## config.mk

```make
export PLATFORM = sky130hd
export DESIGN_NAME = cia_div_stage
export DESIGN_NICKNAME = d
export VERILOG_FILES = /design/src/rtl/complex_integer_alu_top_macros.svh /design/src/rtl/cia_div_stage.sv
export SDC_FILE = /design/constraint.sdc
export NUM_CORES = 1
export LEC_CHECK = 0
export BUFFER_PORTS_ARGS = -buffer_cell sky130_fd_sc_hd__buf_4
export CAP_MARGIN = 25
export CORE_MARGIN = 3
export CORE_UTILIZATION = 45
export CTS_CLUSTER_SIZE = 30
export DETAILED_ROUTE_END_ITERATION = 10
export PLACE_DENSITY = 0.76
export SLEW_MARGIN = 25
export SYNTH_ARGS = -nofsm -noshare
export SYNTH_HDL_FRONTEND = slang
export SYNTH_SLANG_ARGS = --single-unit
export TNS_END_PERCENT = 30
```

## constraint.sdc

```tcl
create_clock -name clk -period 3.1 [get_ports clk]
set_input_delay 0.31 -clock clk [delete_from_list [all_inputs] [get_ports clk]]
set_output_delay 0.31 -clock clk [all_outputs]
set_load 0.02 [all_outputs]
```

## src/rtl/complex_integer_alu_top_macros.svh

```systemverilog
// assertion macros used by the alu top rtl file
`ifndef COMPLEX_INTEGER_ALU_TOP_MACROS_SVH
`define COMPLEX_INTEGER_ALU_TOP_MACROS_SVH

// implication checked at every clock edge outside reset
`define CIA_ASSERT_IMPL(lbl, ante, cons, msg) \
  lbl: assert property (@(posedge clk) disable iff (rst) (ante) |-> (cons)) \
    else $error(msg);

// condition that must never hold outside reset
`define CIA_ASSERT_NEVER(lbl, expr, msg) \
  lbl: assert property (@(posedge clk) disable iff (rst) !(expr)) \
    else $error(msg);

`endif

```

## src/rtl/cia_div_stage.sv

```systemverilog
// one registered restoring division step, one quotient bit
module cia_div_stage #(
  parameter int QW = 32
) (
  input  logic          clk,
  input  logic          en,
  input  logic [QW-1:0] divisor,
  input  logic [QW-1:0] rem_in,
  input  logic [QW-1:0] dvd_in,
  input  logic [QW-1:0] q_in,
  output logic [QW-1:0] rem_out,
  output logic [QW-1:0] dvd_out,
  output logic [QW-1:0] q_out
);

  logic [QW:0]   trial;
  logic [QW:0]   diff;
  logic          fit;
  logic [QW-1:0] rem_next;

  always_comb begin
    trial    = {rem_in, dvd_in[QW-1]};
    diff     = trial - {1'b0, divisor};
    fit      = (trial >= {1'b0, divisor});
    rem_next = fit ? diff[QW-1:0] : trial[QW-1:0];
  end

  always_ff @(posedge clk) begin
    if (en) begin
      rem_out <= rem_next;
      dvd_out <= {dvd_in[QW-2:0], 1'b0};
      q_out   <= {q_in[QW-2:0], fit};
    end
  end

endmodule

```

==> results of run 1 <==
worst paths after layout:
kind / slack [ns] / depth (start not counted) / from / to
worst min-delay path: 0.14 / 1 / q_in[27] / q_out[28]
worst max-delay path: 0.30 / 10 / rem_in[12] / rem_out[30]
cell usage after synthesis (all sizes together) (3+ instances only):
cell	count
o31ai	7
buf	12
nand2	24
a211oi	3
nor2	37
inv	46
xor2	10
edfxtp	95
nand3	8
ha	32
mux2	8
nor3	3
and2	3
o21bai	5
o21ai	21
nand2b	7
a21oi	55
o21a	6
a21o	8
a2111oi	4
nand4	8
xnor2	16
clkbuf	6
logic make-up after synthesis:
group	share of synthesized area [%]
AOI/OAI and AO/OA	14.1
xor gates and xnor gates	4.39
adders and majority gates	8.10
buffers and inverters	5.62
DFF	55.0
muxes	2.70
other	0.0722
and+or+nand+nor	10.1
critical path: stages:
cell       delay [ns]
buf_4            0.11
ha_1             0.42
nand2_1          0.16
o21a_1           0.23
a2111oi_0        0.46
o31ai_1          0.23
a21oi_2          0.38
a211oi_1         0.15
xnor2_1          0.17
mux2_4           0.27
cell type report:
cell class                 instances  area share [%]
multi-input combinational        297            27.9
sequential                        95            38.9
timing repair buffer             237            24.6
clock buffer                       9            3.07
inverter                          46            2.36
tap                              140            2.39
clock inverter                     6           0.717
through the flow:
stage                     cells  instance area (um2)
final                       830                 7330
after global placement      815                 7050
after global routing        830                 7330
after floorplan             456                 5190
after detailed placement    815                 7050
after CTS                   830                 7330
registers in the layout, indices dropped and copies added (netlist names):
register  cells
q_out        32
rem_out      32
dvd_out      31
metal layers:
metal	GRT usage (%)	up-vias	routed length, um
li1	-	2115	-
met1	25.4	1987	5540
met2	38.5	178	7230
met3	4.83	24	1050
met4	6.89	0	293
met5	0	-	0
power by group through the flow:
stage	combinational [W]	clock, W	sequential (W)
floorplan	0.000450	0	0.00184
global placement	0.00109	0	0.00165
detailed placement	0.00111	0	0.00165
CTS	0.00112	0.00107	0.00163
global route	0.00120	0.00113	0.00164
finish	0.00111	0.00105	0.00163
==> run metrics, run 1 <==
status=complete, no violations; Antenna Nets Post-Route=0; I/O pins=226; worst slew pin tran=0.758 ns; Die Ht=113 um; footprint of the multi-input gates=0.00205 mm2; RSZ-0062 raised after global routing=false; diodes inserted=0; Area growth syn-to-layout=41.2%; DIE AREA=0.0129 mm2; Sw Share=29.8%; share of cells above drive strength 1=38.7%; final wirelength=14100 um; Internal Pwr Total=0.00266 W; Final HPWL DP=11200 um; Overall Power=0.00379 W; pre-CTS WS=0.0875 ns; Final Hold Viols=0; # Max-Cap Violations=0; largest net degree at the start of global routing=58; power density cells=517 mW/mm2; area leader, netlist=edfxtp_1; setup tns final=0 ns; YS warnings=0; worst min-delay path class=primary input to register; Total Nets Final=849; Via Count=4304; post-CTS sizing=0; combinational share of power=29.4%; Cells after Synth=456; crit path max fanout=7; critical path type=primary input to register; final RePlAce weighted congestion=0.881; Seq/Total Area, Yosys=55.0%; Initial Utilization=46.9%; Avg Cell Area, Syn=11.4 um2; gr usage total=21.4%; Cell Area, Synth=0.00519 mm2; GRT Residual Overflow=0; Slew Limit Fails=0; setup slack after layout=0.304 ns; critical path data required time=3.18 ns; top cells by area, synth=edfxtp_1 (55%), ha_1 (7.7%), a21oi_1 (5.2%); DRT Pass-1 Iters=4; EDFF count, synth=95; first-pass GRT wire length=21800 um; Leakage Power=3.32 nW; clk buf depth=2; DRC=0; vias in the first global route=4282; FF+latch area=0.00285 mm2; IO buf count=223; die width=113 um; Psw=0.00113 W; FP Rows=38; clk sink count=95; core footprint=0.0111 mm2; Reg clk slew, reported paths=0.08 ns; Final Util=66.2%; CTS Hold Bufs=0; Fin Hold WS=0.145 ns; Critical Path AT=2.88 ns; part of the power in registers=43.0%; Final Cycle Share=90.2%; most common cell after layout, fill and taps aside=buf_4; Worst slew margin=49.5%; min cycle time layout=2.80 ns; async set-reset flop share out of synthesis=0%; clock power share=27.7%; routed vias/inst=5.19; Post-CTS Setup Inserts=0; WL/cell=17.0 um; FMAX=358 MHz; syn nets=619; antenna violations before repair=0; Layout fillers=849; TritonCTS buffer count=9; critical path launch point type=primary input; H-tree depth=3; most frequent cells in the layout=buf_4 (235), edfxtp_1 (95), a21oi_1 (54); CTS tree=done; CP endpoint kind=register; Synth top area share=55.0%; Netlist cell types=50; register bit total from synthesis=95; worst vdd ir=0.346 mV; DRT iter0 DRCs=278; Final setup viols=0; ys flop type=edfxtp_1; root buf cell=clkbuf_16
Note: power is estimated with default switching activity, not from simulation.
==> run 2: changes to the inputs <==
--- a/config.mk
+++ b/config.mk
@@ -5,13 +5,14 @@
 export SDC_FILE = /design/constraint.sdc
 export NUM_CORES = 1
 export LEC_CHECK = 0
+export ABC_AREA = 1
 export BUFFER_PORTS_ARGS = -buffer_cell sky130_fd_sc_hd__buf_4
 export CAP_MARGIN = 25
 export CORE_MARGIN = 3
 export CORE_UTILIZATION = 45
 export CTS_CLUSTER_SIZE = 30
 export DETAILED_ROUTE_END_ITERATION = 10
-export PLACE_DENSITY = 0.76
+export PLACE_DENSITY = 0.74
 export SLEW_MARGIN = 25
 export SYNTH_ARGS = -nofsm -noshare
 export SYNTH_HDL_FRONTEND = slang
==> constraint.sdc (replaced) <==
create_clock -name clk -period 3.6 [get_ports clk]
set_input_delay 0.36 -clock clk [delete_from_list [all_inputs] [get_ports clk]]
set_output_delay 0.36 -clock clk [all_outputs]
set_load 0.02 [all_outputs]
==> run metrics, run 2 <==
register bit total from synthesis=95 (unchanged); CTS Hold Bufs=0 (unchanged); I/O pins=226 (unchanged); Netlist cell types=31 (-38%); die width=122 um (+7.6%); Hold Crit Depth=1 (unchanged); IO buf count=223 (unchanged); Final Cycle Share=69.9%; post-CTS sizing=0 (unchanged); CP max stage cell=nor2_4; most frequent cells in the layout=nand2_1 (276), buf_4 (225), inv_1 (149); CP cell instances=buf_4 -> inv_1 -> ha_1 -> nand2_1 -> nor2_1 -> nand2_1 -> nor2_2 -> nand2_1 -> nand3_1 -> nor2_4 -> nand2_8 -> nand3_2 -> nand2_1; critical path launch point type=primary input; commonest cells in the netlist=nand2_1 (276), inv_1 (149), edfxtp_1 (95); Fin Hold WS=0.183 ns (+0.0378 ns); Synth top area share=47.1% (-7.9 points); # Max-Cap Violations=0 (unchanged); combinational share of power=29.7% (+0.3 points); Seq/Total Area, Yosys=47.1% (-7.9 points); CTS tree=done; DRT Pass-1 Iters=7 (+3); Final Hold Viols=0 (unchanged); DRC=0 (unchanged); gr usage total=22.4% (+1.0 points); Via Count=5384 (+25%); Internal Pwr Total=0.00223 W (-16%); critical path type=primary input to register; GRT Residual Overflow=0 (unchanged); async set-reset flop share out of synthesis=0% (unchanged); Sw Share=31.8% (+2.1 points); root buf cell=clkbuf_16; Leakage Power=4.31 nW (+29%); CP endpoint kind=register; Post-CTS Setup Inserts=0 (unchanged); WL/cell=14.7 um (-13%); Cells after Synth=749 (+64%); RSZ-0062 raised after global routing=false; H-tree depth=3 (unchanged); CP startpoint=divisor[23]; critical path data required time=3.71 ns (+0.53 ns); worst min-delay path class=primary input to register; footprint of the multi-input gates=0.00255 mm2 (+24%); top cells by area, synth=edfxtp_1 (47%), nand2_1 (17%), inv_1 (9.2%); Largest regs=q_out x32, rem_out x32, dvd_out x31; clock power share=27.8% (about the same); FF+latch area=0.00285 mm2 (unchanged); CP max stage delay=0.67 ns (+0.21 ns); FP Rows=41 (+7.9%); Antenna Nets Post-Route=0 (unchanged); Area growth syn-to-layout=34.4%; Final setup viols=0 (unchanged); syn nets=912 (+47%); largest net degree at the start of global routing=68 (+17%); TritonCTS buffer count=9 (unchanged); top-count cell post-synth=nand2_1; setup tns final=0 ns (unchanged); Reg clk slew, reported paths=0.07 ns (about the same); Avg Cell Area, Syn=8.09 um2 (-29%); antenna violations before repair=0 (unchanged); Die Ht=122 um (+7.6%); first-pass GRT wire length=25600 um (+18%); area leader, netlist=edfxtp_1; crit path max fanout=35 (+28); final wirelength=17000 um (+20%); Slew Limit Fails=0 (unchanged); Hold Crit Start=dvd_in[3]; share of cells above drive strength 1=27.8% (-11 points); ys flop type=edfxtp_1; most common cell after layout, fill and taps aside=nand2_1; worst vdd ir=0.207 mV (-40%); Cell Area, Synth=0.00606 mm2 (+17%); routed vias/inst=4.68 (-9.7%); most frequent CP cell=nand2_1; EDFF count, synth=95 (unchanged); min cycle time layout=2.52 ns; Final HPWL DP=13500 um (+20%); DRT iter0 DRCs=385 (+38%); core footprint=0.0129 mm2 (+16%); Initial Utilization=47.1% (+0.19 points); diodes inserted=0 (unchanged); clk buf depth=2 (unchanged); worst slew pin tran=0.874 ns (+0.116 ns); Total Nets Final=1137 (+34%); DIE AREA=0.0149 mm2 (+16%); FMAX=397 MHz; final RePlAce weighted congestion=0.916 (+4.0%); vias in the first global route=4961 (+16%); Layout fillers=1176 (+39%); part of the power in registers=42.5% (-0.5 points); clk sink count=95 (unchanged); Worst slew margin=41.8% (-7.7 points); Psw=0.00104 W (-7.8%); status=complete, no violations; Critical Path AT=2.62 ns (-0.26 ns); power density cells=401 mW/mm2 (-22%); YS warnings=0 (unchanged)
[run 2: changes by cell type in the layout (fill, tap and decap cells not counted), sizes merged, moves of 8 or more]
cell	delta
a21o	-8
a21oi	-34
buf	-12
inv	+105
mux2	-8
nand2	+258
nand3	+60
nand3b	+9
o21ai	-19
xnor2	-15
[run 2: power groups by stage]
stage	registers [W]	logic, W	clock network (W)
6_report	0.00139	0.000969	0.000908
3_5_place_dp	0.00141	0.000974	0
3_3_place_gp	0.00141	0.000962	0
5_1_grt	0.00140	0.00107	0.000978
4_1_cts	0.00139	0.000977	0.000924
2_1_floorplan	0.00156	0.000419	0
[run 2: cells by family (layout without fill, tap and decap cells)]
family	after synthesis	in the layout	synth area share (%)
xor+xnor	14	14	2.02
compound gates	24	24	2.02
other cells	1	1	0.0619
flops	95	95	47.1
fa+ha+maj	33	33	6.94
buf+inv	163	392	10.9
simple gates	419	419	31.0
[run 2: metal layers]
layer	vias to the layer above	share of wire [%]	global-route usage (%)
met4	0	1.7	6.58
met2	192	49	40.1
li1	2795	-	-
met5	-	0	0
met1	2377	41	27.0
met3	20	8.0	4.87
[run 2: final cells by class]
class	count	share of cell area, %
multi-input cells	491	31.3
repair buffers	225	20.7
well taps	172	2.64
clock inverters	6	0.568
clock buffers	9	2.76
inverters	152	7.00
flip-flops and latches	95	35.0
[run 2: stage by stage]
step | cells | power (W) | utilization [%] | instance area [um2] | worst slack [ns]
3_5_place_dp | 1135 | 0.00239 | 61.2 | 7870 | 0.620
2_1_floorplan | 749 | 0.00198 | - | 6060 | 1.64
6_report | 1150 | 0.00327 | 63.3 | 8150 | 1.08
3_3_place_gp | 1135 | 0.00237 | 61.2 | 7870 | 0.616
5_1_grt | 1150 | 0.00344 | 63.3 | 8150 | 0.903
4_1_cts | 1150 | 0.00329 | 63.3 | 8150 | 0.992
[run 2: final timing paths]
kind / to / slack (ns)
setup / recovery: rem_out[20] / 1.08
hold / removal: dvd_out[4] / 0.18
[run 2: critical path: cells and delay by family]
kind          cells  cell delay (ns)
buf+inv           2             0.11
fa+ha+maj         1             0.37
simple gates     10             1.74
==> run 3: changes to the inputs <==
--- a/config.mk
+++ b/config.mk
@@ -12,7 +12,7 @@
 export CORE_UTILIZATION = 45
 export CTS_CLUSTER_SIZE = 30
 export DETAILED_ROUTE_END_ITERATION = 10
-export PLACE_DENSITY = 0.74
+export PLACE_DENSITY = 0.77
 export SLEW_MARGIN = 25
 export SYNTH_ARGS = -nofsm -noshare
 export SYNTH_HDL_FRONTEND = slang
==> constraint.sdc (replaced) <==
create_clock -name clk -period 2.2 [get_ports clk]
set_input_delay 0.22 -clock clk [delete_from_list [all_inputs] [get_ports clk]]
set_output_delay 0.22 -clock clk [all_outputs]
set_load 0.02 [all_outputs]
==> run metrics, run 3 (synthesized netlist as in run 2, its figures left out) <==
critical path launch point type=primary input; DRT Pass-1 Iters=5 (-2); FP Rows=41 (unchanged); CP cell instances=buf_4 -> ha_1 -> fa_1 -> inv_1 -> nand3_1 -> nand3_1 -> nand2_1 -> nand3_1 -> nand3_1 -> nand2_1 -> nand2_1 -> nand3_2 -> nand2_1; die width=122 um (unchanged); pre-CTS WS=-0.00164 ns (-0.622 ns); FMAX=539 MHz; FF+latch area=0.00285 mm2 (unchanged); antenna violations before repair=0 (unchanged); Final Util=64.9% (+1.6 points); Area growth syn-to-layout=37.9%; DRT iter0 DRCs=385 (unchanged); # Max-Cap Violations=0 (unchanged); most common cell after layout, fill and taps aside=nand2_1; first-pass GRT wire length=25900 um (+1.2%); Largest regs=q_out x32, rem_out x32, dvd_out x31; I/O pins=226 (unchanged); min cycle time layout=1.86 ns; Antenna Nets Post-Route=0 (unchanged); Layout fillers=1114 (-5.3%); RSZ-0062 raised after global routing=false; gr usage total=22.5% (+0.13 points); WL/cell=14.5 um (-1.3%); CTS Hold Bufs=0 (unchanged); status=complete, no violations; final wirelength=17000 um (+0.47%); root buf cell=clkbuf_16; crit path max fanout=3 (-91%); largest net degree at the start of global routing=96 (+41%); Critical Path AT=1.95 ns (-0.67 ns); critical path data required time=2.29 ns (-1.42 ns); DIE AREA=0.0149 mm2 (unchanged); crit-path leading delay family=simple AND/OR/NAND/NOR gates; Slew Limit Fails=0 (unchanged); clk buf depth=2 (unchanged); post-CTS sizing=0 (unchanged); GRT Residual Overflow=0 (unchanged); Final Cycle Share=84.4%; Via Count=5349 (-0.65%); worst vdd ir=0.309 mV (+49%); Final setup viols=0 (unchanged); Reg clk slew, reported paths=0.07 ns (about the same); worst slew pin tran=0.551 ns (-0.322 ns); worst min-delay path class=primary input to register; CP endpoint kind=register; setup tns final=0 ns (unchanged); CTS tree=done; Final Hold Viols=0 (unchanged); critical path type=primary input to register; Leakage Power=4.43 nW (+2.9%); Worst slew margin=63.2% (+21 points); Initial Utilization=47.1% (unchanged); diodes inserted=0 (unchanged); core footprint=0.0129 mm2 (unchanged); clk sink count=95 (unchanged); most frequent cells in the layout=nand2_1 (276), buf_4 (243), inv_1 (149); H-tree depth=3 (unchanged); share of cells above drive strength 1=29.4% (+1.6 points); IO buf count=223 (unchanged); footprint of the multi-input gates=0.00255 mm2 (unchanged); routed vias/inst=4.57 (-2.4%); Die Ht=122 um (unchanged); CP max stage cell=fa_1; setup slack after layout=0.344 ns (-0.738 ns); CP bufs+invs=2 (unchanged); vias in the first global route=5152 (+3.9%); TritonCTS buffer count=9 (unchanged); Total Nets Final=1157 (+1.8%); DRC=0 (unchanged); final RePlAce weighted congestion=0.922 (+0.63%); CP max stage delay=0.42 ns (-0.25 ns); Overall Power=0.00553 W (+69%); Post-CTS Setup Inserts=0 (unchanged); power density cells=662 mW/mm2 (+65%); Final HPWL DP=13700 um (+1.4%)
## run 3: final timing paths
kind	to	slack (ns)	from	depth (start not counted)
setup / recovery	rem_out[16]	0.34	divisor[0]	13
hold / removal	q_out[27]	0.05	q_in[26]	1
## run 3: per-layer routing
metal	GRT usage, %	vias to the layer above	part of all wire (%)
li1	-	2836	-
met1	26.4	2346	41
met2	41.3	152	50
met3	5.29	15	7.8
met4	5.95	0	1.3
met5	0	-	0
## run 3: final cells by class
cell class	instances	share of cell area (%)
Sequential cell	95	34.1
Inverter	152	6.83
Tap cell	172	2.58
Timing Repair Buffer	245	22.3
Clock buffer	9	2.70
Clock inverter	7	0.959
Multi-Input combinational cell	491	30.5
## run 3: power by group
part | leakage (nW) | switching (W) | internal, W | total [W]
Sequential | 0.929 | 0.0000495 | 0.00222 | 0.00227
Combinational | 3.35 | 0.000950 | 0.000691 | 0.00164
Clock | 0.154 | 0.000716 | 0.000900 | 0.00162
## run 3: per-stage QoR
step / hold WS, ns / instances / instance area, um2
3_5_place_dp: 0.399 / 1155 / 8050
3_3_place_gp: 0.398 / 1155 / 8050
6_report: 0.0524 / 1171 / 8350
4_1_cts: 0.0420 / 1171 / 8350
5_1_grt: 0.0387 / 1171 / 8350
2_1_floorplan: 0.319 / 749 / 6060
